<file path="config.mk">
export PLATFORM = sky130hd
export DESIGN_NAME = deadline_ordered_timer_queue
export DESIGN_NICKNAME = d
export VERILOG_FILES = /design/src/design/dotq_pkg.sv /design/src/design/dotq_table.sv /design/src/design/dotq_cmp.sv /design/src/design/deadline_ordered_timer_queue.sv
export VERILOG_INCLUDE_DIRS = /design/src /design/src/design
export SDC_FILE = /design/constraint.sdc
export NUM_CORES = 2
export LEC_CHECK = 0
export BUFFER_PORTS_ARGS = -buffer_cell sky130_fd_sc_hd__buf_2
export CORE_UTILIZATION = 60
export DETAILED_ROUTE_END_ITERATION = 10
export PLACE_DENSITY = 0.76
export SYNTH_ARGS = -nofsm -noshare
export SYNTH_HDL_FRONTEND = slang
export SYNTH_SLANG_ARGS = --single-unit
</file>
<file path="constraint.sdc">
create_clock -name clk -period 16.4 [get_ports clk]
set_input_delay 1.64 -clock clk [delete_from_list [all_inputs] [get_ports clk]]
set_output_delay 1.64 -clock clk [all_outputs]
set_load 0.1 [all_outputs]
</file>
<file path="src/design/assert_macros.svh">
// Assertion macros shared by the timer queue RTL.
// Depends on nothing; included by modules that carry concurrent checks.
`ifndef ASSERT_MACROS_SVH
`define ASSERT_MACROS_SVH

// Same-cycle implication, disabled while reset is high.
`define ASSERT_IMPLY(label, clk, rst, ante, cons, msg) \
  label: assert property (@(posedge clk) disable iff (rst) (ante) |-> (cons)) \
    else $error(msg);

// Next-cycle implication, disabled while reset is high.
`define ASSERT_NEXT(label, clk, rst, ante, cons, msg) \
  label: assert property (@(posedge clk) disable iff (rst) (ante) |=> (cons)) \
    else $error(msg);

`endif

</file>
<file path="src/design/dotq_pkg.sv">
// Shared constants, codes and types of the deadline ordered timer queue.
// Depends on nothing; used by every module of the block.
`timescale 1ns / 1ps

package dotq_pkg;

  localparam int DEPTH_DEF   = 16;
  localparam int MAX_RESULTS = 16;
  localparam int TICK_W      = 64;
  localparam int PERIOD_W    = 32;
  localparam int ID_W        = 8;
  localparam int KIND_W      = 2;
  localparam int REP_W       = $clog2(MAX_RESULTS + 1);

  localparam logic CMD_TICK = 1'b0;
  localparam logic CMD_SET  = 1'b1;

  localparam logic [KIND_W-1:0] KIND_FIRED = 2'd0;
  localparam logic [KIND_W-1:0] KIND_SET   = 2'd1;
  localparam logic [KIND_W-1:0] KIND_ZERO  = 2'd2;
  localparam logic [KIND_W-1:0] KIND_FULL  = 2'd3;

  // One timer as held in the table.
  typedef struct packed {
    logic [TICK_W-1:0]   deadline;
    logic [PERIOD_W-1:0] period;
    logic [ID_W-1:0]     ident;
    logic                once;
  } entry_t;

  // Flags produced by the shared compare unit.
  typedef struct packed {
    logic due;
    logic later;
  } cmp_res_t;

endpackage

</file>
<file path="src/design/dotq_table.sv">
// Timer table storage: one write port and one read port with registered data.
// Depends on dotq_pkg for the entry type.
`timescale 1ns / 1ps

module dotq_table #(
  parameter int DEPTH = dotq_pkg::DEPTH_DEF
) (
  input  logic                 clk,
  input  logic                 we,
  input  logic [$clog2(DEPTH)-1:0] waddr,
  input  dotq_pkg::entry_t     wdata,
  input  logic [$clog2(DEPTH)-1:0] raddr,
  output dotq_pkg::entry_t     rdata
);

  dotq_pkg::entry_t mem [DEPTH];

  // Read returns the old contents when the same entry is written in that cycle.
  always_ff @(posedge clk) begin
    if (we) begin
      mem[waddr] <= wdata;
    end
    rdata <= mem[raddr];
  end

endmodule

</file>
<file path="src/design/dotq_cmp.sv">
// Shared compare unit: remaining-ticks test for the ordered insert and the
// expiry test for the scan. Depends on dotq_pkg for widths and the flag type.
`timescale 1ns / 1ps

module dotq_cmp (
  input  logic [dotq_pkg::TICK_W-1:0]   deadline,
  input  logic [dotq_pkg::TICK_W-1:0]   tick_count,
  input  logic [dotq_pkg::PERIOD_W-1:0] period,
  output dotq_pkg::cmp_res_t            res
);

  logic [dotq_pkg::TICK_W-1:0] remain;

  // Remaining ticks wrap modulo the counter width, so order survives the wrap.
  assign remain    = deadline - tick_count;
  assign res.later = remain > {{(dotq_pkg::TICK_W - dotq_pkg::PERIOD_W){1'b0}}, period};
  assign res.due   = deadline == tick_count;

endmodule

</file>
<file path="src/design/deadline_ordered_timer_queue.sv">
// Top level of the deadline ordered timer queue: sequencer, tick counter,
// table pointers and result register. Depends on dotq_pkg, dotq_table, dotq_cmp.
//
//   channel   handshake                  words carried
//   item      item_valid / item_ready    cmd, timer_id, interval, one_shot
//   result    result_valid / result_ready kind, fired_id, last
//
// A set word moves each timer that sits later than the new one up one slot,
// one per cycle through the table's read port and write port, then writes the
// new one. A tick word pops each expired timer in turn and re-inserts each
// periodic timer that is re-armed the same way.
// Reset is synchronous and empties the table; no clearing pass is needed.
// A stalled result register holds the sequencer only when it has a new word
// to hand over; item_ready returns as soon as the last word is registered.
`timescale 1ns / 1ps

module deadline_ordered_timer_queue #(
  parameter int DEPTH = dotq_pkg::DEPTH_DEF
) (
  input  logic                              clk,
  input  logic                              rst,
  input  logic                              item_valid,
  output logic                              item_ready,
  input  logic                              cmd,
  input  logic [dotq_pkg::ID_W-1:0]         timer_id,
  input  logic [dotq_pkg::PERIOD_W-1:0]     interval,
  input  logic                              one_shot,
  output logic                              result_valid,
  input  logic                              result_ready,
  output logic [dotq_pkg::KIND_W-1:0]       kind,
  output logic [dotq_pkg::ID_W-1:0]         fired_id,
  output logic                              last
);

  `include "assert_macros.svh"

  localparam int IW = $clog2(DEPTH);
  localparam int CW = $clog2(DEPTH + 1);
  localparam logic [IW:0]   DEPTH_I = (IW+1)'(DEPTH);
  localparam logic [CW-1:0] DEPTH_C = CW'(DEPTH);
  localparam logic [dotq_pkg::REP_W-1:0] REP_MAX = dotq_pkg::REP_W'(dotq_pkg::MAX_RESULTS);

  typedef enum logic [7:0] {
    S_IDLE      = 8'b0000_0001,
    S_INS_START = 8'b0000_0010,
    S_INS_CMP   = 8'b0000_0100,
    S_INS_WR    = 8'b0000_1000,
    S_POP_RD    = 8'b0001_0000,
    S_POP_CMP   = 8'b0010_0000,
    S_FLUSH     = 8'b0100_0000,
    S_RESP      = 8'b1000_0000
  } state_t;

  state_t state, state_next;

  // The table is a ring: logical slot 0 sits at head, so expiring the front
  // timer only moves head instead of shifting the whole table down.
  logic [dotq_pkg::TICK_W-1:0]   tick_count;
  logic [IW-1:0]                 head;
  logic [CW-1:0]                 count;
  logic [IW-1:0]                 j;
  logic [dotq_pkg::TICK_W-1:0]   ins_deadline;
  logic [dotq_pkg::PERIOD_W-1:0] ins_period;
  logic [dotq_pkg::ID_W-1:0]     ins_ident;
  logic                          ins_once;
  logic                          ticking;
  logic [dotq_pkg::ID_W-1:0]     pend_id;
  logic                          pend_valid;
  logic [dotq_pkg::REP_W-1:0]    nrep;
  logic [dotq_pkg::KIND_W-1:0]   resp_kind;
  logic [dotq_pkg::ID_W-1:0]     resp_id;

  logic                          accept;
  logic                          out_free;
  logic                          push;
  logic [dotq_pkg::KIND_W-1:0]   push_kind;
  logic [dotq_pkg::ID_W-1:0]     push_id;
  logic                          push_last;
  logic                          rep_open;
  logic                          pop_go;
  logic [CW-1:0]                 cnt_m1;
  logic [dotq_pkg::PERIOD_W-1:0] add_period;
  logic [dotq_pkg::TICK_W-1:0]   dl_sum;

  logic                          mem_we;
  logic [IW-1:0]                 mem_waddr;
  logic [IW-1:0]                 mem_raddr;
  dotq_pkg::entry_t              mem_wdata;
  dotq_pkg::entry_t              rdata;
  dotq_pkg::cmp_res_t            cres;

  // Physical slot of a logical offset from head, folded back into the ring.
  function automatic logic [IW-1:0] phys(input logic [IW-1:0] h, input logic [IW-1:0] off);
    logic [IW:0] s;
    s = {1'b0, h} + {1'b0, off};
    if (s >= DEPTH_I) begin
      s = s - DEPTH_I;
    end
    return s[IW-1:0];
  endfunction

  dotq_table #(.DEPTH(DEPTH)) u_table (
    .clk   (clk),
    .we    (mem_we),
    .waddr (mem_waddr),
    .wdata (mem_wdata),
    .raddr (mem_raddr),
    .rdata (rdata)
  );

  dotq_cmp u_cmp (
    .deadline   (rdata.deadline),
    .tick_count (tick_count),
    .period     (ins_period),
    .res        (cres)
  );

  assign item_ready = (state == S_IDLE);
  assign accept     = item_valid && item_ready;
  assign out_free   = !result_valid || result_ready;
  assign cnt_m1     = count - CW'(1);
  assign rep_open   = (nrep != REP_MAX);

  // A due timer may leave the table unless the report limit is still open and
  // an earlier report still waits for the result register.
  assign pop_go = cres.due && !(rep_open && pend_valid && !out_free);

  // One adder forms every new deadline: tick count plus the interval of a new
  // timer, or tick count plus the period of a timer being re-armed.
  assign add_period = (state == S_IDLE) ? interval : rdata.period;
  assign dl_sum     = tick_count + {{(dotq_pkg::TICK_W - dotq_pkg::PERIOD_W){1'b0}}, add_period};

  always_comb begin
    state_next = state;
    push       = 1'b0;
    push_kind  = dotq_pkg::KIND_FIRED;
    push_id    = pend_id;
    push_last  = 1'b0;
    mem_we     = 1'b0;
    mem_waddr  = phys(head, j);
    mem_wdata  = rdata;
    mem_raddr  = head;
    case (state)
      S_IDLE: begin
        if (accept) begin
          if (cmd == dotq_pkg::CMD_TICK) begin
            state_next = S_POP_RD;
          end else if (interval == '0 || count == DEPTH_C) begin
            state_next = S_RESP;
          end else begin
            state_next = S_INS_START;
          end
        end
      end
      S_INS_START: begin
        // Start the backward walk at the last filled slot.
        mem_raddr = phys(head, cnt_m1[IW-1:0]);
        if (count == '0) begin
          state_next = S_INS_WR;
        end else begin
          state_next = S_INS_CMP;
        end
      end
      S_INS_CMP: begin
        // Fetch the slot below while the current one is tested and moved up.
        mem_raddr = phys(head, (j == '0) ? j : j - IW'(1));
        if (cres.later) begin
          mem_we    = 1'b1;
          mem_waddr = phys(head, j + IW'(1));
          mem_wdata = rdata;
          if (j == '0) begin
            state_next = S_INS_WR;
          end
        end else begin
          state_next = S_INS_WR;
        end
      end
      S_INS_WR: begin
        mem_we    = 1'b1;
        mem_waddr = phys(head, j);
        mem_wdata = '{deadline: ins_deadline, period: ins_period,
                      ident: ins_ident, once: ins_once};
        state_next = ticking ? S_POP_RD : S_RESP;
      end
      S_POP_RD: begin
        state_next = (count == '0) ? S_FLUSH : S_POP_CMP;
      end
      S_POP_CMP: begin
        if (!cres.due) begin
          state_next = S_FLUSH;
        end else if (pop_go) begin
          push       = rep_open && pend_valid;
          state_next = rdata.once ? S_POP_RD : S_INS_START;
        end
      end
      S_FLUSH: begin
        // The held report is the final one of this tick.
        if (!pend_valid) begin
          state_next = S_IDLE;
        end else if (out_free) begin
          push       = 1'b1;
          push_last  = 1'b1;
          state_next = S_IDLE;
        end
      end
      S_RESP: begin
        if (out_free) begin
          push       = 1'b1;
          push_kind  = resp_kind;
          push_id    = resp_id;
          push_last  = 1'b1;
          state_next = S_IDLE;
        end
      end
      default: begin
        state_next = S_IDLE;
      end
    endcase
  end

  always_ff @(posedge clk) begin
    if (rst) begin
      state        <= S_IDLE;
      tick_count   <= '0;
      head         <= '0;
      count        <= '0;
      ticking      <= 1'b0;
      pend_valid   <= 1'b0;
      nrep         <= '0;
      result_valid <= 1'b0;
    end else begin
      state <= state_next;

      if (push) begin
        result_valid <= 1'b1;
        kind         <= push_kind;
        fired_id     <= push_id;
        last         <= push_last;
      end else if (result_ready) begin
        result_valid <= 1'b0;
      end

      case (state)
        S_IDLE: begin
          if (accept) begin
            ticking      <= (cmd == dotq_pkg::CMD_TICK);
            pend_valid   <= 1'b0;
            nrep         <= '0;
            ins_deadline <= dl_sum;
            ins_period   <= interval;
            ins_ident    <= timer_id;
            ins_once     <= one_shot;
            resp_id      <= timer_id;
            if (interval == '0) begin
              resp_kind <= dotq_pkg::KIND_ZERO;
            end else if (count == DEPTH_C) begin
              resp_kind <= dotq_pkg::KIND_FULL;
            end else begin
              resp_kind <= dotq_pkg::KIND_SET;
            end
            if (cmd == dotq_pkg::CMD_TICK) begin
              tick_count <= tick_count + dotq_pkg::TICK_W'(1);
            end
          end
        end
        S_INS_START: begin
          j <= (count == '0) ? '0 : cnt_m1[IW-1:0];
        end
        S_INS_CMP: begin
          if (cres.later) begin
            if (j != '0) begin
              j <= j - IW'(1);
            end
          end else begin
            j <= j + IW'(1);
          end
        end
        S_INS_WR: begin
          count <= count + CW'(1);
        end
        S_POP_CMP: begin
          if (pop_go) begin
            head         <= phys(head, IW'(1));
            count        <= cnt_m1;
            ins_deadline <= dl_sum;
            ins_period   <= rdata.period;
            ins_ident    <= rdata.ident;
            ins_once     <= 1'b0;
            // Beyond the report limit a timer is still re-armed but not shown.
            if (rep_open) begin
              pend_id    <= rdata.ident;
              pend_valid <= 1'b1;
              nrep       <= nrep + dotq_pkg::REP_W'(1);
            end
          end
        end
        S_FLUSH: begin
          if (!pend_valid || out_free) begin
            pend_valid <= 1'b0;
          end
        end
        default: begin
        end
      endcase
    end
  end

  `ASSERT_NEXT(a_tick_advance, clk, rst, item_valid && item_ready && cmd == dotq_pkg::CMD_TICK, tick_count == $past(tick_count) + dotq_pkg::TICK_W'(1), "tick word did not advance the count")
  `ASSERT_IMPLY(a_insert_room, clk, rst, state == S_INS_WR, count < DEPTH_C, "insert into a full table")
  `ASSERT_IMPLY(a_mid_is_fired, clk, rst, result_valid && !last, kind == dotq_pkg::KIND_FIRED, "non-final word that is not an expiry")
  `ASSERT_IMPLY(a_pend_counted, clk, rst, pend_valid, nrep != '0 && nrep <= REP_MAX, "held report without a report count")

endmodule

</file>
==> reports/summary.txt <==
status - finished clean
Placement Cell Area - 88,600 sq um
Final Hold Fails - 0
post-DP HPWL - 129,000 um
Initial Util - 60.8%
clock sinks - 2,012
Final Skew - 0.0513 ns
first-pass GRT wire length - 338,000 um
required time at the worst-slack endpoint - 16.83 ns
R2R cell count - 26
initial antenna violation count - 9
clock buffer depth - 3
WS Path Type - reg2reg
ys async rst share - 0%
Warnings, synthesis - 0
hold path start - u_table.rdata[5]
flop2flop setup slack - 7.66 ns
initial drt markers - 7,143
Post-route DRC - 0
final worst path period share - 53.3%
clock root cell - clkbuf_16
IO Pins - 59
Critical Path Slowest Stage Cell - o22ai_4
GRT Residual Overflow - 0
FP Rows - 138
hold path cells - 0
CTS resizes - 0
via count - 58,500
number of global-route vias before repair - 56,600
Hold WC Path Type - reg2reg
share of cells above drive strength 1 - 8.03%
sequential element share of the synthesized area - 67.6%
Worst slew margin - 8.07%
Num CTS Buffers - 193
Die X-Extent - 382 um
CP max stage delay - 0.91 ns
Die Y - 382 um
synthesized area - 86,500 sq um
CTS H-tree lvls - 4
worst skew pair latency - 0.85 ns
Worst VDD drop - 0.000126 V
unrepaired setup endpoints after global routing - false
worst r2r src - tick_count[0]
die area - 146,000 sq um
final setup fails - 0
Final Critical Period - 8.74 ns
post-synthesis register bit count - 2,012
Setup crit end kind - flop
RePlAce Congestion - 0.956
Post-synth EDFFs - 1,818
first-pass detailed-route iteration total - 6
CORE AREA - 142,000 sq um
commonest non-fill, non-tap cell in the layout - nand2_1
syn_nets - 7,454
maxcap violations - 0
most frequent cells in the layout - 2,081 x nand2_1, 1,818 x edfxtp_1, 474 x nand3_1
post-DR vias/cell - 6.34
nature of the critical path startpoint - flop
# Post-CTS Setup Buffers - 0
TritonCTS clock tree - yes
Routed WL - 222,000 um
reg2reg end - u_table.mem[14][40]
static leakage - 33.3 nW
final setup TNS - 0 ns
top_reg_cell synth - edfxtp_1
Mean Syn Cell Area - 11.9 sq um
number of distinct library cells after synthesis - 97
Worst-path clk slew - 0.06 ns
critical path fanouts, max - 44
Hold Path End - pend_id[4]
Worst-Margin Slew - 1.38 ns
GRT Util Overall - 30.2%
port buffer count - 58
Pins Over Slew Limit - 0
pwr dens - 119 nW/um^2
nets@finish - 7,371
Layout area overhead - 9.69%
largest net degree at the start of global routing - 183
Final ANT Viol Nets - 0
f_max - 114 MHz
fin area - 94,900 sq um
hold buffer count at CTS - 0
wire length per cell - 24.0 um
crit path DAT - 9.17 ns
Mapped Cells - 7,259
-- sequential cells by signal (all words and copies together), names as in the netlist, 2 cells and up --
signal,cells
u_table.rdata,105
ins_period,32
nrep,5
pend_id,8
j,4
u_table.mem,1680
ins_ident,8
kind,2
count,5
state,8
ins_deadline,64
resp_kind,2
resp_id,8
head,4
fired_id,8
tick_count,64
-- routing by layer --
metal	part of all wire, %	track usage, %	vias up
met5	0.014	0	-
met4	2.9	9.91	6
met3	8.8	5.16	418
met2	48	48.5	2866
met1	40	42.1	28900
li1	-	-	26400
-- final cells by class --
| cell class | instances | area (sq um) |
|---|---|---|
| sequential | 2012 | 58500 |
| multi-input combinational | 4684 | 26100 |
| inverter | 144 | 541 |
| tap | 1890 | 2360 |
| fill | 10000 | 47400 |
| clock buffer | 254 | 5220 |
| timing repair buffer | 141 | 1050 |
| clock inverter | 110 | 1070 |
| antenna | 3 | 7.51 |
-- metrics by stage --
| step | util [%] | cells | power [mW] | hold WS, ns | setup slack (ns) |
|---|---|---|---|---|---|
| after detailed placement | 62.3 | 8871 | 7.03 | 0.447 | 7.79 |
| final | 66.7 | 9238 | 11.3 | 0.484 | 7.66 |
| after CTS | 66.7 | 9235 | 11.4 | 0.476 | 7.74 |
| after floorplan | - | 7259 | 6.66 | 0.426 | 3.24 |
| after global routing | 66.7 | 9238 | 11.7 | 0.494 | 7.23 |
| after global placement | 62.3 | 8870 | 7.02 | 0.463 | 7.92 |
-- worst max-delay path, delay by kind of cell (launching register included) --
| family | cells | cell delay (ns) |
|---|---|---|
| flip-flops | 1 | 0.44 |
| AO/OA/AOI/OAI | 12 | 3.97 |
| buffers and inverters | 2 | 0.82 |
| XOR/XNOR | 1 | 0.10 |
| multiplexers | 1 | 0.42 |
| AND/OR/NAND/NOR | 7 | 1.62 |
| adder cells (fa/ha/maj) | 3 | 0.80 |
-- cell usage after synthesis, types with 45 or more instances --
library cell | instances | area (sq um)
nand4_1 | 60 | 375
edfxtp_1 | 1818 | 54600
nor3_1 | 49 | 245
a31oi_1 | 119 | 744
inv_1 | 144 | 541
xor2_1 | 45 | 394
nand3_1 | 474 | 2370
dfxtp_1 | 194 | 3880
nand2_1 | 2081 | 7810
mux2_2 | 108 | 1220
o21ai_0 | 99 | 495
ha_1 | 144 | 1800
a311oi_1 | 316 | 2770
xnor2_1 | 135 | 1180
a21oi_1 | 277 | 1390
and3_1 | 218 | 1360
nor2_1 | 188 | 706
clkbuf_1 | 386 | 1450
-- kinds of logic (layout without fill, tap and decap cells) --
| group | Yosys count | in the layout | share of synthesized area [%] |
|---|---|---|---|
| adder cells (fa/ha/maj) | 149 | 149 | 2.20 |
| buffers and inverters | 563 | 649 | 2.53 |
| XOR/XNOR | 180 | 180 | 1.82 |
| multiplexers | 122 | 122 | 1.57 |
| AO/OA/AOI/OAI | 998 | 998 | 8.01 |
| flip-flops | 2012 | 2012 | 67.6 |
| other | 0 | 3 | 0 |
| AND/OR/NAND/NOR | 3235 | 3235 | 16.3 |
-- worst max-delay path by stage --
| stage | endpoint | from | cells past startpoint |
|---|---|---|---|
| 2_1_floorplan | u_table.mem[1][0] | tick_count[0] | 25 |
| 3_3_place_gp | u_table.mem[14][37] | tick_count[0] | 26 |
| 3_5_place_dp | u_table.mem[14][37] | tick_count[0] | 26 |
| 4_1_cts | u_table.mem[14][37] | tick_count[0] | 26 |
| 5_1_grt | u_table.mem[14][69] | tick_count[5] | 23 |
| 6_report | u_table.mem[14][40] | tick_count[0] | 26 |
-- where the power goes --
group | total, mW | internal [mW] | switching (mW)
Clock | 4.39 | 2.45 | 1.94
Combinational | 1.10 | 0.318 | 0.781
Sequential | 5.85 | 5.79 | 0.0584
Power figures use the tool's default switching activity.
